`config.mk`:
```
export PLATFORM = sky130hd
export DESIGN_NAME = http_request_header_parser_unit
export DESIGN_NICKNAME = d
export VERILOG_FILES = /design/src/design/hrp_pkg.sv /design/src/design/hrp_parse_core.sv /design/src/design/hrp_out_fifo.sv /design/src/design/http_request_header_parser_unit.sv
export VERILOG_INCLUDE_DIRS = /design/src /design/src/design
export SDC_FILE = /design/constraint.sdc
export NUM_CORES = 1
export LEC_CHECK = 0
export BUFFER_PORTS_ARGS = -buffer_cell sky130_fd_sc_hd__buf_2
export CORE_ASPECT_RATIO = 0.5
export CORE_MARGIN = 5
export CORE_UTILIZATION = 35
export DETAILED_ROUTE_END_ITERATION = 8
export HOLD_SLACK_MARGIN = 0.1
export SYNTH_ARGS = -nofsm -noshare
export SYNTH_HDL_FRONTEND = slang
export SYNTH_SLANG_ARGS = --single-unit
```
`constraint.sdc`:
```
create_clock -name clk -period 5.3 [get_ports clk]
set_input_delay 0 -clock clk [delete_from_list [all_inputs] [get_ports clk]]
set_output_delay 0 -clock clk [all_outputs]
set_load 0.02 [all_outputs]
```
`src/design/http_request_header_parser_unit_macros.svh`:
```
// assertion macros for the request header parser
`ifndef HTTP_REQUEST_HEADER_PARSER_UNIT_MACROS_SVH
`define HTTP_REQUEST_HEADER_PARSER_UNIT_MACROS_SVH

// same-cycle implication, checked out of reset
`define HRP_ASSERT_IMPL(name, ante, cons, msg) \
    name: assert property (@(posedge clk) disable iff (!rst_n) (ante) |-> (cons)) \
        else $error(msg);

// next-cycle implication, checked out of reset
`define HRP_ASSERT_NEXT(name, ante, cons, msg) \
    name: assert property (@(posedge clk) disable iff (!rst_n) (ante) |=> (cons)) \
        else $error(msg);

`endif

```
`src/design/hrp_pkg.sv`:
```
// shared types, codes and method tables for the request header parser
package hrp_pkg;

    localparam int VERSION_BYTES      = 4;
    localparam logic [7:0] TARGET_LIMIT_RESET = 8'd200;

    localparam logic [7:0] CHAR_SP = 8'h20;
    localparam logic [7:0] CHAR_CR = 8'h0D;
    localparam logic [7:0] CHAR_LF = 8'h0A;

    localparam logic [1:0] KIND_TARGET  = 2'd0;
    localparam logic [1:0] KIND_VERSION = 2'd1;
    localparam logic [1:0] KIND_VERDICT = 2'd2;

    localparam logic [1:0] ST_FINE   = 2'd0;
    localparam logic [1:0] ST_BAD    = 2'd1;
    localparam logic [1:0] ST_LONG   = 2'd2;
    localparam logic [1:0] ST_NOIMPL = 2'd3;

    localparam int NUM_METHODS = 7;
    localparam logic [2:0] METHOD_GET     = 3'd0;
    localparam logic [2:0] METHOD_HEAD    = 3'd1;
    localparam logic [2:0] METHOD_POST    = 3'd2;
    localparam logic [2:0] METHOD_PUT     = 3'd3;
    localparam logic [2:0] METHOD_DELETE  = 3'd4;
    localparam logic [2:0] METHOD_CONNECT = 3'd5;
    localparam logic [2:0] METHOD_PATCH   = 3'd6;
    localparam logic [2:0] METHOD_OTHER   = 3'd7;

    localparam logic [2:0] VPREFIX_LEN = 3'd5;

    typedef struct packed {
        logic [1:0]  item_kind;
        logic [7:0]  data_byte;
        logic [7:0]  byte_index;
        logic [2:0]  method_code;
        logic [1:0]  parse_status;
        logic        header_complete;
        logic [15:0] header_length;
        logic        last_of_run;
    } hrp_item_t;

    function automatic logic [2:0] method_len(input logic [2:0] m);
        logic [2:0] len;
        case (m)
            METHOD_GET:     len = 3'd3;
            METHOD_HEAD:    len = 3'd4;
            METHOD_POST:    len = 3'd4;
            METHOD_PUT:     len = 3'd3;
            METHOD_DELETE:  len = 3'd6;
            METHOD_CONNECT: len = 3'd7;
            METHOD_PATCH:   len = 3'd5;
            default:        len = 3'd0;
        endcase
        return len;
    endfunction

    function automatic logic [7:0] method_char(input logic [2:0] m, input logic [2:0] pos);
        logic [7:0] c;
        c = 8'h00;
        case (m)
            METHOD_GET:
            begin
                case (pos)
                    3'd0:    c = "G";
                    3'd1:    c = "E";
                    3'd2:    c = "T";
                    default: c = 8'h00;
                endcase
            end
            METHOD_HEAD:
            begin
                case (pos)
                    3'd0:    c = "H";
                    3'd1:    c = "E";
                    3'd2:    c = "A";
                    3'd3:    c = "D";
                    default: c = 8'h00;
                endcase
            end
            METHOD_POST:
            begin
                case (pos)
                    3'd0:    c = "P";
                    3'd1:    c = "O";
                    3'd2:    c = "S";
                    3'd3:    c = "T";
                    default: c = 8'h00;
                endcase
            end
            METHOD_PUT:
            begin
                case (pos)
                    3'd0:    c = "P";
                    3'd1:    c = "U";
                    3'd2:    c = "T";
                    default: c = 8'h00;
                endcase
            end
            METHOD_DELETE:
            begin
                case (pos)
                    3'd0:    c = "D";
                    3'd1:    c = "E";
                    3'd2:    c = "L";
                    3'd3:    c = "E";
                    3'd4:    c = "T";
                    3'd5:    c = "E";
                    default: c = 8'h00;
                endcase
            end
            METHOD_CONNECT:
            begin
                case (pos)
                    3'd0:    c = "C";
                    3'd1:    c = "O";
                    3'd2:    c = "N";
                    3'd3:    c = "N";
                    3'd4:    c = "E";
                    3'd5:    c = "C";
                    3'd6:    c = "T";
                    default: c = 8'h00;
                endcase
            end
            METHOD_PATCH:
            begin
                case (pos)
                    3'd0:    c = "P";
                    3'd1:    c = "A";
                    3'd2:    c = "T";
                    3'd3:    c = "C";
                    3'd4:    c = "H";
                    default: c = 8'h00;
                endcase
            end
            default: c = 8'h00;
        endcase
        return c;
    endfunction

    function automatic logic [7:0] vprefix_char(input logic [2:0] pos);
        logic [7:0] c;
        case (pos)
            3'd0:    c = "H";
            3'd1:    c = "T";
            3'd2:    c = "T";
            3'd3:    c = "P";
            3'd4:    c = "/";
            default: c = 8'h00;
        endcase
        return c;
    endfunction

endpackage

```
`src/design/hrp_parse_core.sv`:
```
// per-byte parse state machine: state update and up to two result words
module hrp_parse_core
(
    input  logic              clk,
    input  logic              rst_n,
    input  logic              cfg_we,
    input  logic [7:0]        cfg_wdata,
    input  logic              in_accept,
    input  logic [7:0]        in_byte,
    input  logic              in_eor,
    output logic              push0,
    output logic              push1,
    output hrp_pkg::hrp_item_t item0,
    output hrp_pkg::hrp_item_t item1
);
    import hrp_pkg::*;

    typedef enum logic [3:0] {
        PH_METHOD,
        PH_SPACE,
        PH_TGT_FIRST,
        PH_TARGET,
        PH_VPREFIX,
        PH_VERSION,
        PH_LINE_LF,
        PH_LINE_START,
        PH_HDR_LINE,
        PH_FINAL_LF,
        PH_DONE
    } phase_t;

    phase_t      phase_reg, phase_next;
    logic [6:0]  cand_reg, cand_next;
    logic [2:0]  mpos_reg, mpos_next;
    logic [2:0]  mfound_reg, mfound_next;
    logic [7:0]  fcount_reg, fcount_next;
    logic [1:0]  status_reg, status_next;
    logic [15:0] seen_reg, seen_next;
    logic        vsent_reg, vsent_next;
    logic [7:0]  max_len_reg;

    logic [6:0]  keep;
    logic        byte_emit;
    logic [1:0]  byte_kind;
    logic [7:0]  byte_idx;
    logic        verdict_emit;
    logic [1:0]  verdict_status;
    logic        verdict_complete;
    logic [2:0]  verdict_method;
    hrp_item_t   byte_item;
    hrp_item_t   verdict_item;

    always_comb
    begin
        phase_next       = phase_reg;
        cand_next        = cand_reg;
        mpos_next        = mpos_reg;
        mfound_next      = mfound_reg;
        fcount_next      = fcount_reg;
        status_next      = status_reg;
        vsent_next       = vsent_reg;
        seen_next        = (seen_reg != 16'hFFFF) ? seen_reg + 16'd1 : seen_reg;
        keep             = '0;
        byte_emit        = 1'b0;
        byte_kind        = KIND_TARGET;
        byte_idx         = fcount_reg;
        verdict_emit     = 1'b0;
        verdict_status   = ST_FINE;
        verdict_complete = 1'b0;

        for (int m = 0; m < NUM_METHODS; m++)
        begin
            keep[m] = cand_reg[m] && (mpos_reg < method_len(3'(m)))
                      && (method_char(3'(m), mpos_reg) == in_byte);
        end

        case (phase_reg)
            PH_METHOD:
            begin
                cand_next = keep;
                if (keep == '0)
                begin
                    mfound_next    = METHOD_OTHER;
                    verdict_emit   = 1'b1;
                    verdict_status = ST_NOIMPL;
                end
                else
                begin
                    // a full match moves on; the highest matching code wins
                    for (int m = 0; m < NUM_METHODS; m++)
                    begin
                        if (keep[m] && ({1'b0, method_len(3'(m))} == {1'b0, mpos_reg} + 4'd1))
                        begin
                            mfound_next = 3'(m);
                            phase_next  = PH_SPACE;
                        end
                    end
                    mpos_next = mpos_reg + 3'd1;
                end
            end
            PH_SPACE:
            begin
                if (in_byte == CHAR_SP)
                begin
                    phase_next = PH_TGT_FIRST;
                end
                else
                begin
                    verdict_emit   = 1'b1;
                    verdict_status = ST_BAD;
                end
            end
            PH_TGT_FIRST, PH_TARGET:
            begin
                if (in_byte == CHAR_SP)
                begin
                    if (phase_reg == PH_TGT_FIRST)
                    begin
                        verdict_emit   = 1'b1;
                        verdict_status = ST_BAD;
                    end
                    else
                    begin
                        phase_next = PH_VPREFIX;
                        mpos_next  = 3'd0;
                    end
                end
                else
                begin
                    phase_next = PH_TARGET;
                    if (fcount_reg < max_len_reg)
                    begin
                        byte_emit   = 1'b1;
                        byte_kind   = KIND_TARGET;
                        fcount_next = fcount_reg + 8'd1;
                    end
                    else
                    begin
                        // overlong target: drop the byte, keep scanning
                        status_next = ST_LONG;
                    end
                end
            end
            PH_VPREFIX:
            begin
                if ((mpos_reg < VPREFIX_LEN) && (vprefix_char(mpos_reg) == in_byte))
                begin
                    mpos_next = mpos_reg + 3'd1;
                    if (mpos_next == VPREFIX_LEN)
                    begin
                        phase_next  = PH_VERSION;
                        fcount_next = 8'd0;
                    end
                end
                else
                begin
                    verdict_emit   = 1'b1;
                    verdict_status = ST_BAD;
                end
            end
            PH_VERSION:
            begin
                if (in_byte == CHAR_CR)
                begin
                    phase_next = PH_LINE_LF;
                end
                else if (fcount_reg < 8'(VERSION_BYTES))
                begin
                    byte_emit   = 1'b1;
                    byte_kind   = KIND_VERSION;
                    fcount_next = fcount_reg + 8'd1;
                end
            end
            PH_LINE_LF:
            begin
                if (in_byte == CHAR_LF)
                begin
                    phase_next = PH_LINE_START;
                end
                else
                begin
                    verdict_emit   = 1'b1;
                    verdict_status = ST_BAD;
                end
            end
            PH_LINE_START:
            begin
                phase_next = (in_byte == CHAR_CR) ? PH_FINAL_LF : PH_HDR_LINE;
            end
            PH_HDR_LINE:
            begin
                if (in_byte == CHAR_CR)
                begin
                    phase_next = PH_LINE_LF;
                end
            end
            PH_FINAL_LF:
            begin
                verdict_emit = 1'b1;
                if (in_byte == CHAR_LF)
                begin
                    verdict_status   = status_reg;
                    verdict_complete = 1'b1;
                end
                else
                begin
                    verdict_status = ST_BAD;
                end
            end
            default:
            begin
            end
        endcase

        if (verdict_emit)
        begin
            vsent_next = 1'b1;
            phase_next = PH_DONE;
        end

        // end of buffer closes the request with a verdict if none went out
        if (in_eor && !vsent_next)
        begin
            verdict_emit     = 1'b1;
            verdict_complete = 1'b0;
            if (phase_next == PH_METHOD)
            begin
                mfound_next    = METHOD_OTHER;
                verdict_status = ST_NOIMPL;
            end
            else
            begin
                verdict_status = ST_BAD;
            end
        end

        verdict_method = mfound_next;

        if (in_eor)
        begin
            phase_next  = PH_METHOD;
            cand_next   = '1;
            mpos_next   = 3'd0;
            mfound_next = METHOD_OTHER;
            fcount_next = 8'd0;
            status_next = ST_FINE;
            seen_next   = 16'd0;
            vsent_next  = 1'b0;
        end
    end

    always_comb
    begin
        byte_item                 = '0;
        byte_item.item_kind       = byte_kind;
        byte_item.data_byte       = in_byte;
        byte_item.byte_index      = byte_idx;
        byte_item.method_code     = mfound_reg;

        verdict_item                 = '0;
        verdict_item.item_kind       = KIND_VERDICT;
        verdict_item.method_code     = verdict_method;
        verdict_item.parse_status    = verdict_status;
        verdict_item.header_complete = verdict_complete;
        verdict_item.header_length   = verdict_complete ?
                                       ((seen_reg != 16'hFFFF) ? seen_reg + 16'd1 : seen_reg)
                                       : 16'd0;
        verdict_item.last_of_run     = 1'b1;
    end

    assign push0 = in_accept && (byte_emit || verdict_emit);
    assign push1 = in_accept && byte_emit && verdict_emit;
    assign item0 = byte_emit ? byte_item : verdict_item;
    assign item1 = verdict_item;

    always_ff @(posedge clk or negedge rst_n)
    begin
        if (!rst_n)
        begin
            phase_reg   <= PH_METHOD;
            cand_reg    <= '1;
            mpos_reg    <= 3'd0;
            mfound_reg  <= METHOD_OTHER;
            fcount_reg  <= 8'd0;
            status_reg  <= ST_FINE;
            seen_reg    <= 16'd0;
            vsent_reg   <= 1'b0;
            max_len_reg <= TARGET_LIMIT_RESET;
        end
        else
        begin
            if (cfg_we)
            begin
                max_len_reg <= cfg_wdata;
            end
            if (in_accept)
            begin
                phase_reg  <= phase_next;
                cand_reg   <= cand_next;
                mpos_reg   <= mpos_next;
                mfound_reg <= mfound_next;
                fcount_reg <= fcount_next;
                status_reg <= status_next;
                seen_reg   <= seen_next;
                vsent_reg  <= vsent_next;
            end
        end
    end

endmodule

```
`src/design/hrp_out_fifo.sv`:
```
// result queue taking up to two words per cycle and giving one
module hrp_out_fifo
#(
    parameter int DEPTH = 4
)
(
    input  logic              clk,
    input  logic              rst_n,
    input  logic              push0,
    input  logic              push1,
    input  hrp_pkg::hrp_item_t din0,
    input  hrp_pkg::hrp_item_t din1,
    input  logic              pop,
    output hrp_pkg::hrp_item_t dout,
    output logic              not_empty,
    output logic              room_for_two
);
    import hrp_pkg::*;

    localparam int PTR_W = (DEPTH > 1) ? $clog2(DEPTH) : 1;
    localparam int CNT_W = $clog2(DEPTH + 1);
    localparam logic [PTR_W-1:0] LAST_PTR = PTR_W'(DEPTH - 1);
    localparam logic [CNT_W-1:0] ROOM_MAX = CNT_W'(DEPTH - 2);

    hrp_item_t        mem_reg [DEPTH];
    logic [PTR_W-1:0] wr_ptr_reg, wr_ptr_next;
    logic [PTR_W-1:0] rd_ptr_reg, rd_ptr_next;
    logic [CNT_W-1:0] cnt_reg, cnt_next;
    logic [PTR_W-1:0] wr_ptr_inc1;
    logic [PTR_W-1:0] wr_ptr_inc2;

    assign wr_ptr_inc1 = (wr_ptr_reg == LAST_PTR) ? '0 : wr_ptr_reg + PTR_W'(1);
    assign wr_ptr_inc2 = (wr_ptr_inc1 == LAST_PTR) ? '0 : wr_ptr_inc1 + PTR_W'(1);

    always_comb
    begin
        wr_ptr_next = wr_ptr_reg;
        if (push1)
        begin
            wr_ptr_next = wr_ptr_inc2;
        end
        else if (push0)
        begin
            wr_ptr_next = wr_ptr_inc1;
        end
        rd_ptr_next = rd_ptr_reg;
        if (pop)
        begin
            rd_ptr_next = (rd_ptr_reg == LAST_PTR) ? '0 : rd_ptr_reg + PTR_W'(1);
        end
        cnt_next = cnt_reg + CNT_W'(push0) + CNT_W'(push1) - CNT_W'(pop);
    end

    assign dout         = mem_reg[rd_ptr_reg];
    assign not_empty    = (cnt_reg != '0);
    assign room_for_two = (cnt_reg <= ROOM_MAX);

    always_ff @(posedge clk or negedge rst_n)
    begin
        if (!rst_n)
        begin
            wr_ptr_reg <= '0;
            rd_ptr_reg <= '0;
            cnt_reg    <= '0;
        end
        else
        begin
            wr_ptr_reg <= wr_ptr_next;
            rd_ptr_reg <= rd_ptr_next;
            cnt_reg    <= cnt_next;
        end
    end

    always_ff @(posedge clk)
    begin
        if (push0)
        begin
            mem_reg[wr_ptr_reg] <= din0;
        end
        if (push1)
        begin
            mem_reg[wr_ptr_inc1] <= din1;
        end
    end

endmodule

```
`src/design/http_request_header_parser_unit.sv`:
```
// top level of the request line and header framing parser
//
//  channel   dir  handshake                     payload
//  s_axis    in   s_axis_tvalid/s_axis_tready   tdata: req_byte; tlast: end_of_request
//  m_axis    out  m_axis_tvalid/m_axis_tready   tdata: result fields; tuser: item_kind;
//                                               tlast: last_of_run
//  cfg       in   cfg_we                        cfg_wdata: max_target_len
//
// one request byte is taken per cycle while s_axis_tready is high; its results
// land in the output queue at the same edge and can leave on the next cycle
// a byte that ends the buffer may yield a byte word and a verdict word, so
// s_axis_tready drops while fewer than two queue slots are free
// reset returns the parser to method matching with max_target_len at 200;
// there is no clearing pass
module http_request_header_parser_unit
#(
    parameter int OUT_DEPTH = 4
)
(
    input  logic        clk,
    input  logic        rst_n,
    input  logic        s_axis_tvalid,
    output logic        s_axis_tready,
    input  logic [7:0]  s_axis_tdata,   // req_byte
    input  logic        s_axis_tlast,   // end_of_request
    output logic        m_axis_tvalid,
    input  logic        m_axis_tready,
    // data_byte, byte_index, method_code, parse_status, header_complete,
    // header_length, zero fill
    output logic [39:0] m_axis_tdata,
    output logic [1:0]  m_axis_tuser,   // item_kind
    output logic        m_axis_tlast,   // last_of_run
    input  logic        cfg_we,
    input  logic [7:0]  cfg_wdata
);
    import hrp_pkg::*;

    `include "http_request_header_parser_unit_macros.svh"

    logic      in_accept;
    logic      out_accept;
    logic      push0;
    logic      push1;
    logic      room_for_two;
    hrp_item_t item0;
    hrp_item_t item1;
    hrp_item_t head;

    assign in_accept  = s_axis_tvalid && s_axis_tready;
    assign out_accept = m_axis_tvalid && m_axis_tready;

    hrp_parse_core u_core
    (
        .clk       (clk),
        .rst_n     (rst_n),
        .cfg_we    (cfg_we),
        .cfg_wdata (cfg_wdata),
        .in_accept (in_accept),
        .in_byte   (s_axis_tdata),
        .in_eor    (s_axis_tlast),
        .push0     (push0),
        .push1     (push1),
        .item0     (item0),
        .item1     (item1)
    );

    hrp_out_fifo #(.DEPTH(OUT_DEPTH)) u_fifo
    (
        .clk          (clk),
        .rst_n        (rst_n),
        .push0        (push0),
        .push1        (push1),
        .din0         (item0),
        .din1         (item1),
        .pop          (out_accept),
        .dout         (head),
        .not_empty    (m_axis_tvalid),
        .room_for_two (room_for_two)
    );

    assign s_axis_tready = room_for_two;
    assign m_axis_tdata  = {2'b00, head.header_length, head.header_complete,
                            head.parse_status, head.method_code,
                            head.byte_index, head.data_byte};
    assign m_axis_tuser  = head.item_kind;
    assign m_axis_tlast  = head.last_of_run;

    `HRP_ASSERT_IMPL(a_push_needs_accept, !in_accept, !push0 && !push1, "word queued without input")
    `HRP_ASSERT_IMPL(a_two_words_only_at_end, push1, s_axis_tlast && item1.item_kind == KIND_VERDICT,
                     "second word without end of request")
    `HRP_ASSERT_IMPL(a_last_marks_verdict, m_axis_tvalid,
                     m_axis_tlast == (m_axis_tuser == KIND_VERDICT), "tlast not on verdict word")
    `HRP_ASSERT_NEXT(a_word_held_on_stall, m_axis_tvalid && !m_axis_tready,
                     m_axis_tvalid && $stable(m_axis_tdata) && $stable(m_axis_tuser) && $stable(m_axis_tlast),
                     "output word changed while stalled")

endmodule
```
==> results of run 1 <==
-- area by class of cell --
class | instances | area share, %
Multi-Input combinational cell | 750 | 42.0
Sequential cell | 218 | 41.4
Timing Repair Buffer | 123 | 6.34
Clock buffer | 29 | 4.76
Tap cell | 441 | 4.11
Inverter | 32 | 0.895
Clock inverter | 11 | 0.532
-- through the flow --
step / instance area [um2] / power, uW / setup WS, ps / hold slack (ps)
floorplan: 11800 / 4570 / 996 / -296
global placement: 12400 / 5250 / 849 / 216
detailed placement: 12400 / 5300 / 765 / 230
CTS: 13400 / 6850 / 729 / 236
global route: 13400 / 7220 / 392 / 290
finish: 13400 / 6800 / 700 / 194
-- logic make-up (layout without fill, tap and decap cells) --
| family | Yosys count | in the layout | share of synthesized area [%] |
|---|---|---|---|
| other cells | 1 | 2 | 0.0317 |
| mux | 55 | 55 | 8.95 |
| simple gates | 362 | 362 | 15.4 |
| fa+ha+maj | 25 | 25 | 2.77 |
| compound gates | 278 | 278 | 18.3 |
| buf+inv | 130 | 195 | 5.58 |
| xor+xnor | 28 | 28 | 2.07 |
| flops | 218 | 218 | 46.9 |
-- placed cells by master (no fill, tap or decap), types with 13 or more instances in the layout --
cell           synthesis  final
ha_1                  23     23
buf_2                 24     64
nor3_1                22     21
nand2_1               69     69
nor2_1               143    143
o21ai_0               53     53
mux4_2                40     40
nand3_1               17     17
a32o_1                64     64
nand2b_1              17     17
buf_4                 10     24
clkbuf_16              0     23
dfrtp_1               45     43
edfxtp_1              88     88
a21oi_1               55     55
inv_1                 31     31
dfxtp_1               72     72
dfstp_2               13     13
dlygate4sd3_1          0     35
xnor2_1               18     18
-- power by group through the flow --
stage	logic, uW	registers, uW	clock network (uW)
floorplan	2270	2300	0
global placement	2710	2540	0
detailed placement	2740	2570	0
CTS	2770	2530	1550
global route	3000	2590	1630
finish	2750	2540	1520
-- critical path, delay by kind of cell, from the launching register on --
| kind | cells | cell delay (ps) |
|---|---|---|
| and+or+nand+nor | 4 | 1430 |
| adders and majority gates | 3 | 1210 |
| DFF | 1 | 710 |
| AOI/OAI and AO/OA | 2 | 650 |
| xor gates and xnor gates | 2 | 300 |
| buffers and inverters | 1 | 170 |
-- how the worst max path moves through the flow --
| stage | slack (ps) | from | end | cells past startpoint |
|---|---|---|---|---|
| after floorplan | 1000 | u_core.mpos_reg[1] | u_fifo.cnt_reg[2] | 16 |
| after global placement | 850 | u_core.mpos_reg[1] | u_fifo.cnt_reg[2] | 12 |
| after detailed placement | 760 | u_core.mpos_reg[1] | u_fifo.cnt_reg[2] | 12 |
| after CTS | 730 | u_core.mpos_reg[1] | u_fifo.cnt_reg[2] | 12 |
| after global routing | 390 | u_core.mpos_reg[1] | u_fifo.cnt_reg[2] | 12 |
| final | 700 | u_core.mpos_reg[1] | u_fifo.cnt_reg[2] | 12 |
-- routing by layer --
metal,GRT usage [%],up-vias,share of wire (%)
li1,-,4229,-
met1,21.9,4508,44
met2,27.4,268,49
met3,2.26,43,5.2
met4,4.19,0,2.3
met5,0,-,0
==> Flow_metrics.wiki, run 1 <==
{| class="wikitable"
! Metric !! Value
|-
| Number of synthesized flops with an enable pin || 88
|-
| Detailed Route Iter0 Violations || 876
|-
| Initial cell density of the core || 35.6%
|-
| Hold violation count in the final report || 0
|-
| Final Core Density || 40.4%
|-
| Largest cells by area after synthesis || edfxtp_1, dfxtp_1, dfrtp_1, mux4_2, a32o_1
|-
| Internal power contribution || just over 4000 uW
|-
| Final critical-path required period || 4600 ps
|-
| Layout overhead on the synthesized area || 13.4%
|-
| Number of flip-flops under the largest register name || 160
|-
| R2R setup slack || 700 ps
|-
| Startpoint of the worst-slack reg-to-reg timing path || u_core.mpos_reg[1]
|-
| Core area || 33,200 um2
|-
| I/O pin cnt || 67
|-
| Clock Skews || 20.2 ps
|-
| TritonCTS clock tree || yes
|-
| H-tree lvl count || 1
|-
| Maximum fanout along the worst path || 18
|-
| Slowest stage cell, crit path || dfrtp_1
|-
| Via count of the first global-routing pass || ~8,900
|-
| Power per standard cell area || 507 nW/um2
|-
| Static power due to leakage || 0.00490 uW
|-
| Total instance count after detailed placement || approximately 1,500
|-
| Worst setup SP type || flop
|-
| Path class of the lowest-slack min-delay path || in2async
|-
| Die W || 270 um
|-
| Required time of the worst setup path || 5700 ps
|-
| Slowest Stage Delay on Critical Path || 710 ps
|-
| Gate Count Post-Synth || 1,097
|-
| Bufs on Longest Clock Path || 3
|-
| Combinational fraction of design power || between 40% and 50%
|-
| Count of buffers added by post-CTS timing repair for setup || 0
|-
| Terminus of the critical flop-to-flop path || u_fifo.cnt_reg[2]
|-
| Worst setup path category || reg2reg
|-
| FF-to-FF path depth || 12
|-
| Average wire per cell in the routed design || 19.2 um
|-
| Final-layout setup total negative slack || 0 ps
|-
| Critical path endpoint category || flop
|-
| Number of antenna violations at the first check in global routing || 0
|-
| RePlAce Congestion || 0.906
|-
| Layout cell share with drive strength beyond 1 || around 18%
|-
| Top FF cell, synth || edfxtp_1
|-
| Total vias in the final route || 9,048
|-
| Clock Sink Count || ~220
|-
| Yosys warning total || 0
|-
| Portion of synthesized cell area occupied by the leading cell type || 22.3%
|-
| Syn Area/Cell || between 10 and 15 um2
|-
| Maximum clock rate || 217 MHz
|-
| Count of cell types in the netlist || 91
|-
| Die Span Y || 140 um
|-
| Pins Over Slew Limit || 0
|-
| Switching share of power || 39.9%
|-
| Critical Path AT || 5000 ps
|-
| Final setup violating endpoints || 0
|-
| Worst slew pin tran || 1200 ps
|-
| Post-synth ARST share || 26.6%
|-
| Antenna diode count || 0
|-
| Total iterations of the first detailed-routing run || 6
|-
| Overall routed net length || 30,900 um
|-
| Gr ovfl total || 0
|-
| Synth Register Bits || 218
|-
| Tot GR Track Use || 16.1%
|-
| Clk pwr share || between 20% and 30%
|-
| Area occupied by multi-input gates || 5630 um2
|-
| Cell Chain, Critical Path || inv_1, ha_1, nor3_1, o21bai_1, xor2_1, o311ai_2, and2_1, nor2b_1, nor3_1, fa_1, fa_1, xnor2_1
|-
| Count leader, synth || nor2_1
|-
| Standard-cell row count || 47
|-
| Root Buffer || clkbuf_16
|-
| Number of resized instances in the post-cts repair step || 0
|-
| Synth cell count leaders || nor2_1, edfxtp_1, dfxtp_1
|-
| Cell area after technology mapping || roughly 12,000 um2
|-
| Max-cap viol count || 0
|-
| Average vias per placed instance || between 5 and 6
|-
| Setup repair after global routing missed its margin || no
|-
| DRC violation count after routing || 0
|-
| Footprint of the flip-flops and latches || 5550 um2
|-
| First-pass GRT wire length || roughly 50,000 um
|-
| Worst-Skew Late Latency || 520 ps
|-
| Filler cell count || 3,177
|-
| Total net switching power || 2710 uW
|-
| Peak supply drop || 274 uV
|-
| Total Die Area || 37,800 um2
|-
| Clock-pin slew on the worst setup and hold paths || 70 ps
|-
| Relative slew slack || around 19%
|-
| Detailed placement HPWL || 19,900 um
|-
| Quantity of I/O buffers inserted on ports || 64
|-
| Yosys top cell by area || edfxtp_1
|-
| Proportion of power drawn by flip-flops and latches || a little under two fifths
|-
| Result of the run || finished, final reports clean
|-
| Final period util || 86.8%
|-
| CTS Hold Bufs || 35
|-
| CTS Buf Count || 22
|-
| Final cell count without fillers || 1,604
|-
| Remaining number of nets flagged by the antenna check after routing || 0
|-
| Sequential area share after synthesis || 46.9%
|-
| Largest net degree at the start of global routing || 65
|-
| Net total in the final layout || ~1,200
|}
No activity file was read; power rests on OpenSTA's default activity.
==> run 2: changes to the inputs <==
BUFFER_PORTS_ARGS = -buffer_cell sky130_fd_sc_hd__buf_4   (was -buffer_cell sky130_fd_sc_hd__buf_2)
==> run 2 against run 1 <==
Effect of this change: worst hold slack worse by 95 ps; total power is 2.3% higher; critical path type unchanged; global-route usage is 0.16 points lower; largest power group unchanged; critical endpoint unchanged; critical path depth stayed put; highest routed layer unchanged.
==> Flow_metrics.wiki, run 2 (synthesis results as in run 1) <==
{| class="wikitable"
! Metric !! Value
|-
| Result of the run || finished, final reports clean
|-
| TritonCTS clock tree || yes
|-
| Leading cell type in the layout, fill and taps excluded || nor2_1
|-
| Worst setup SP type || flop
|-
| Tot GR Track Use || 16.0% (-0.16 points)
|-
| Maximum fanout along the worst path || 18 (unchanged)
|-
| Average wire per cell in the routed design || 19.5 um (+1.6%)
|-
| DRC violation count after routing || 0 (unchanged)
|-
| CTS Buf Count || 22 (unchanged)
|-
| Highest-count cells in the layout ignoring fill and taps || nor2_1, edfxtp_1, buf_4
|-
| H-tree lvl count || 1 (unchanged)
|-
| Layout cell share with drive strength beyond 1 || 18.2% (-0.055 points)
|-
| Detailed placement HPWL || 19,900 um (-0.17%)
|-
| Clock Sink Count || 218 (unchanged)
|-
| Final Core Density || 40.9% (+0.51 points)
|-
| Final period util || 86.4% (-0.36 points)
|-
| Bufs on Longest Clock Path || 3 (unchanged)
|-
| Smallest hold slack || 99.0 ps (-95.3 ps)
|-
| Remaining number of nets flagged by the antenna check after routing || 0 (unchanged)
|-
| Filler cell count || 3,129 (-1.5%)
|-
| First-pass GRT wire length || 49,500 um (-0.69%)
|-
| Relative slew slack || 21.8% (+2.5 points)
|-
| Static power due to leakage || 0.00495 uW (+0.89%)
|-
| Quantity of I/O buffers inserted on ports || 64 (unchanged)
|-
| Standard-cell row count || 47 (unchanged)
|-
| Root Buffer || clkbuf_16
|-
| Critical Path AT || 4980 ps (-20 ps)
|-
| Largest net degree at the start of global routing || 65 (unchanged)
|-
| Worst-Skew Late Latency || 510 ps (about the same)
|-
| Final critical-path required period || 4580 ps (-19.0 ps)
|-
| Layout overhead on the synthesized area || 14.8%
|-
| Total vias in the final route || 8,997 (-0.56%)
|-
| Total iterations of the first detailed-routing run || 6 (unchanged)
|-
| Setup slack after layout || 718 ps (+19.0 ps)
|-
| Maximum clock rate || 218 MHz (+0.41%)
|-
| Average vias per placed instance || 5.61 (-0.50%)
|-
| Peak supply drop || 288 uV (+5.3%)
|-
| Die W || 270 um (unchanged)
|-
| Number of antenna violations at the first check in global routing || 0 (unchanged)
|-
| Power Total || 6950 uW (+2.3%)
|-
| Required time of the worst setup path || 5690 ps (about the same)
|-
| Power per standard cell area || 512 nW/um2 (+0.99%)
|-
| I/O pin cnt || 67 (unchanged)
|-
| Setup repair after global routing missed its margin || no
|-
| Worst slew pin tran || 1170 ps (-31.3 ps)
|-
| Die Span Y || 140 um (unchanged)
|-
| Clock-pin slew on the worst setup and hold paths || 70 ps (about the same)
|-
| Final-layout setup total negative slack || 0 ps (unchanged)
|-
| Final setup violating endpoints || 0 (unchanged)
|-
| Initial cell density of the core || 35.6% (unchanged)
|-
| RePlAce Congestion || 0.903 (-0.28%)
|-
| Net total in the final layout || 1,192 (-0.17%)
|-
| Clock Skews || 13.5 ps (-6.64 ps)
|-
| Hold violation count in the final report || 0 (unchanged)
|-
| Number of flip-flops under the largest register name || 160 (unchanged)
|-
| Worst setup path category || reg2reg
|-
| Gr ovfl total || 0 (unchanged)
|-
| Via count of the first global-routing pass || 8,912 (+0.34%)
|-
| Number of resized instances in the post-cts repair step || 0 (unchanged)
|-
| Core area || 33,200 um2 (unchanged)
|-
| Critical path endpoint category || flop
|-
| Pins Over Slew Limit || 0 (unchanged)
|-
| Path class of the lowest-slack min-delay path || in2async
|-
| Detailed Route Iter0 Violations || 814 (-7.1%)
|-
| Max-cap viol count || 0 (unchanged)
|-
| Setup slack after placement || 758 ps (-6.47 ps)
|-
| Total Die Area || 37,800 um2 (unchanged)
|-
| Overall routed net length || 31,300 um (+1.5%)
|}
==> run 2: changes by cell type in the layout (fill, tap and decap cells not counted) <==
cell       previous run  this run
clkbuf_8              4         3
clkinv_2              6         5
clkbuf_16            23        25
buf_2                64         0
inv_4                 0         3
diode_2               0         1
nor3_1               21        22
clkinv_1              2         0
buf_4                24        86
nor3_2                1         0
clkinv_8              1         0
==> run 2: timing repair <==
action / CTS / global route
buffers inserted: 0 / 0
endpoints found under the hold margin: 124 / 0
hold buffers: 35 / 0
==> run 2: power breakdown <==
group | internal, uW | switching [uW]
logic | 1190 | 1720
clock network | 900 | 664
registers | 2140 | 343
==> run 2: worst paths after layout <==
| kind | from | end | slack, ps | depth (start not counted) |
|---|---|---|---|---|
| setup / recovery | u_core.mpos_reg[1] | u_fifo.cnt_reg[2] | 720 | 12 |
| hold / removal | rst_n | u_core.max_len_reg[2] | 100 | 2 |
| setup reg to reg | u_core.mpos_reg[1] | u_fifo.cnt_reg[2] | 720 | 12 |
| hold reg to reg | u_fifo.mem_reg[3][25] | u_fifo.mem_reg[3][25] | 460 | 1 |
| max in group asynchronous | rst_n | u_fifo.rd_ptr_reg[1] | 4580 | 2 |
| min in group clk | cfg_we | u_core.max_len_reg[7] | 290 | 3 |
==> run 2: final cells by class <==
cell class                      count  area [um2]  area share (%)
Timing Repair Buffer              121         996            7.33
Antenna cell                        1        2.50          0.0184
Sequential cell                   218        5550            40.9
Multi-Input combinational cell    750        5620            41.4
Clock buffer                       30         674            4.96
Inverter                           32         120           0.884
Tap cell                          441         552            4.06
Clock inverter                     10        61.3           0.451
==> run 2: through the flow <==
| stage | cell area [um2] | instances |
|---|---|---|
| 5_1_grt | 13600 | 1602 |
| 3_5_place_dp | 12500 | 1527 |
| 3_3_place_gp | 12500 | 1527 |
| 6_report | 13600 | 1603 |
| 4_1_cts | 13600 | 1602 |
| 2_1_floorplan | 11800 | 1098 |
==> run 2: per-layer routing <==
layer	track usage, %	up-vias	part of all wire (%)
met2	27.7	225	49
met5	0	-	0
met1	21.1	4525	44
li1	-	4214	-
met4	3.98	0	1.8
met3	2.60	33	5.0
==> run 2: critical path: stages (launching register included) <==
cell and delay [ps]:
dfrtp_1 700, ha_1 610, nor3_1 200, or4_1 540
a221o_1 420, o32ai_4 190, nor4_4 110, buf_4 180
nor2b_1 430, nor3_1 140, fa_1 420, fa_1 390
xnor2_1 130
==> run 3: changes to the inputs <==
--- a/config.mk
+++ b/config.mk
@@ -8,3 +8,4 @@
 export LEC_CHECK = 0
-export BUFFER_PORTS_ARGS = -buffer_cell sky130_fd_sc_hd__buf_4
+export BUFFER_PORTS_ARGS = -buffer_cell sky130_fd_sc_hd__buf_2
+export CAP_MARGIN = 20
 export CORE_ASPECT_RATIO = 0.5
==> constraint.sdc (replaced) <==
create_clock -name clk -period 5.3 [get_ports clk]
set_input_delay 0.265 -clock clk [delete_from_list [all_inputs] [get_ports clk]]
set_output_delay 0.265 -clock clk [all_outputs]
set_load 0.02 [all_outputs]
==> run 3 against run 2 <==
Effect of this change: global-route usage is 0.21 points higher; via count is 0.88% lower; wire length is 0.47% lower; highest routed layer unchanged; core utilization is 0.63 points lower; total power is 1.5% higher; sequential power hardly changed; count of clock-buffer cells in the layout is 1 higher; flip-flop and latch count stayed put; largest power group unchanged.
==> Flow_metrics.wiki, run 3 (synthesis results as in run 1) <==
{| class="wikitable"
! Metric !! Value
|-
| Result of the run || finished, final reports clean
|-
| Standard-cell row count || 47 (unchanged)
|-
| Total instance count after detailed placement || 1,530 (+0.20%)
|-
| CTS Buf Count || 23 (+4.5%)
|-
| Setup repair after global routing missed its margin || no
|-
| Switching share of power || 39.2% (-0.047 points)
|-
| Top routing layer in use || met4
|-
| Bufs on Longest Clock Path || 3 (unchanged)
|-
| Number of flip-flops under the largest register name || 160 (unchanged)
|-
| Hold violation count in the final report || 0 (unchanged)
|-
| Relative slew slack || 29.4% (+7.6 points)
|-
| RePlAce Congestion || 0.906 (+0.28%)
|-
| First-pass GRT wire length || 50,200 um (+1.5%)
|-
| Layout overhead on the synthesized area || 13.0%
|-
| Leading cell type in the layout, fill and taps excluded || nor2_1
|-
| Total net switching power || 2760 uW (+1.3%)
|-
| Number of antenna violations at the first check in global routing || 0 (unchanged)
|-
| Proportion of power drawn by flip-flops and latches || 35.4% (-0.3 points)
|-
| Static power due to leakage || 0.00489 uW (-1.1%)
|-
| Clock-pin slew on the worst setup and hold paths || 70 ps (about the same)
|-
| Tot GR Track Use || 16.2% (+0.21 points)
|-
| Launching instance or port of the critical path || u_core.mpos_reg[1]
|-
| Overall routed net length || 31,200 um (-0.47%)
|-
| Peak supply drop || 270 uV (-6.1%)
|-
| Total iterations of the first detailed-routing run || 7 (+1)
|-
| Net total in the final layout || 1,179 (-1.1%)
|-
| Critical path endpoint category || flop
|-
| Startpoint of the worst-slack reg-to-reg timing path || u_core.mpos_reg[1]
|-
| Detailed Route Iter0 Violations || 740 (-9.1%)
|-
| Final critical-path required period || 4590 ps (+8.19 ps)
|-
| Hold_sp || cfg_we
|-
| Detailed placement HPWL || 20,000 um (+0.66%)
|-
| Power per standard cell area || 527 nW/um2 (+3.1%)
|-
| Average wire per cell in the routed design || 19.6 um (+0.34%)
|-
| Initial cell density of the core || 35.6% (unchanged)
|-
| Path class of the lowest-slack min-delay path || in2reg
|-
| Largest net degree at the start of global routing || 65 (unchanged)
|-
| Worst setup SP type || flop
|-
| Die W || 270 um (unchanged)
|-
| Clock Skews || 18.2 ps (+4.66 ps)
|-
| H-tree lvl count || 1 (unchanged)
|-
| Final setup violating endpoints || 0 (unchanged)
|-
| Number of resized instances in the post-cts repair step || 0 (unchanged)
|-
| Clk pwr share || 24.9% (+2.4 points)
|-
| Highest-count cells in the layout ignoring fill and taps || nor2_1, edfxtp_1, dfxtp_1
|-
| R2R setup slack || 710 ps (about the same)
|-
| Die Span Y || 140 um (unchanged)
|-
| Average vias per placed instance || 5.61 (about the same)
|-
| Maximum fanout along the worst path || 18 (unchanged)
|-
| Worst hold stages || 3
|-
| Antenna diode count || 0 (-1)
|-
| Combinational fraction of design power || 39.7% (-2.2 points)
|-
| Count of buffers added by post-CTS timing repair for setup || 0 (unchanged)
|-
| I/O pin cnt || 67 (unchanged)
|-
| Worst setup path category || reg2reg
|-
| Layout cell share with drive strength beyond 1 || 18.7% (+0.54 points)
|-
| TritonCTS clock tree || yes
|-
| DRC violation count after routing || 0 (unchanged)
|-
| Critical Path AT || 5000 ps (+20 ps)
|-
| Quantity of I/O buffers inserted on ports || 64 (unchanged)
|-
| Total vias in the final route || 8,918 (-0.88%)
|-
| Pins Over Slew Limit || 0 (unchanged)
|-
| Detailed route wirelength on metal2 || 15,200 um (-2.0%)
|-
| Maximum clock rate || 218 MHz (-0.18%)
|-
| Max-cap viol count || 0 (unchanged)
|-
| Total Die Area || 37,800 um2 (unchanged)
|-
| Terminus of the critical flop-to-flop path || u_fifo.cnt_reg[2]
|-
| Via count of the first global-routing pass || 8,939 (+0.30%)
|-
| Final period util || 86.6% (+0.15 points)
|-
| End of the worst hold path || u_core.max_len_reg[2]
|-
| Required time of the worst setup path || 5710 ps (+20 ps)
|-
| Length of routed wiring on met1 || 13,800 um (+0.69%)
|-
| Wire length on met3 || 1580 um (+0.76%)
|-
| Internal power contribution || 4290 uW (+1.5%)
|-
| Core area || 33,200 um2 (unchanged)
|-
| Root Buffer || clkbuf_16
|-
| Worst slew pin tran || 1050 ps (-125 ps)
|-
| Remaining number of nets flagged by the antenna check after routing || 0 (unchanged)
|-
| Worst-Skew Late Latency || 530 ps (+20 ps)
|-
| FF-to-FF path depth || 13 (+1)
|-
| Final-layout setup total negative slack || 0 ps (unchanged)
|-
| Final cell count without fillers || 1,590 (-0.81%)
|-
| Gr ovfl total || 0 (unchanged)
|-
| Clock Sink Count || 218 (unchanged)
|}
run 3: timing repair:
item / CTS / global route
setup endpoints to repair: 0 / 0
hold buffers: 17 / 0
hold endpoints to repair: 53 / 0
run 3: per-stage QoR:
stage               total power, uW  cell area, um2  utilization [%]  hold slack [ps]  setup slack, ps
CTS                            7090           13400             40.2              104              764
finish                         7050           13400             40.3              113              710
global placement               5250           12400             37.2              443              849
global route                   7470           13400             40.3              120              355
detailed placement             5310           12400             37.2              449              797
floorplan                      4570           11800                -            -30.6              996
run 3: how the worst max path moves through the flow:
stage          slack (ps)                end
6_report              710  u_fifo.cnt_reg[2]
5_1_grt               350  u_fifo.cnt_reg[2]
4_1_cts               760  u_fifo.cnt_reg[2]
3_5_place_dp          800  u_fifo.cnt_reg[2]
3_3_place_gp          850  u_fifo.cnt_reg[2]
2_1_floorplan        1000  u_fifo.cnt_reg[2]
run 3: worst max-delay path, cell delays in order, from the launching register on:
cell and delay [ps]:
dfrtp_1 730, inv_1 170, ha_1 390, or3_1 370, o31a_1 120, or4_1 450, a211oi_4 440, nor4_4 90
buf_4 180, nor2b_1 440, nor3_1 130, fa_1 420, fa_1 390, xnor2_1 130
run 3: final cells by class:
cell class	count	area (um2)
Clock inverter	11	170
Fill cell	3186	19900
Timing Repair Buffer	107	702
Sequential cell	218	5550
Clock buffer	31	647
Tap cell	441	552
Multi-Input combinational cell	750	5630
Inverter	32	120
run 3: power groups by stage:
| stage | Combinational, uW | Sequential, uW | Clock (uW) |
|---|---|---|---|
| final | 2800 | 2490 | 1760 |
| after global placement | 2710 | 2540 | 0 |
| after CTS | 2770 | 2530 | 1790 |
| after floorplan | 2270 | 2300 | 0 |
| after detailed placement | 2750 | 2570 | 0 |
| after global routing | 3060 | 2540 | 1870 |
run 3: metal layers:
metal  GRT usage, %  vias up
li1               -     4195
met1           21.3     4433
met2           28.2      249
met3           2.84       41
met4           3.71        0
met5              0        -
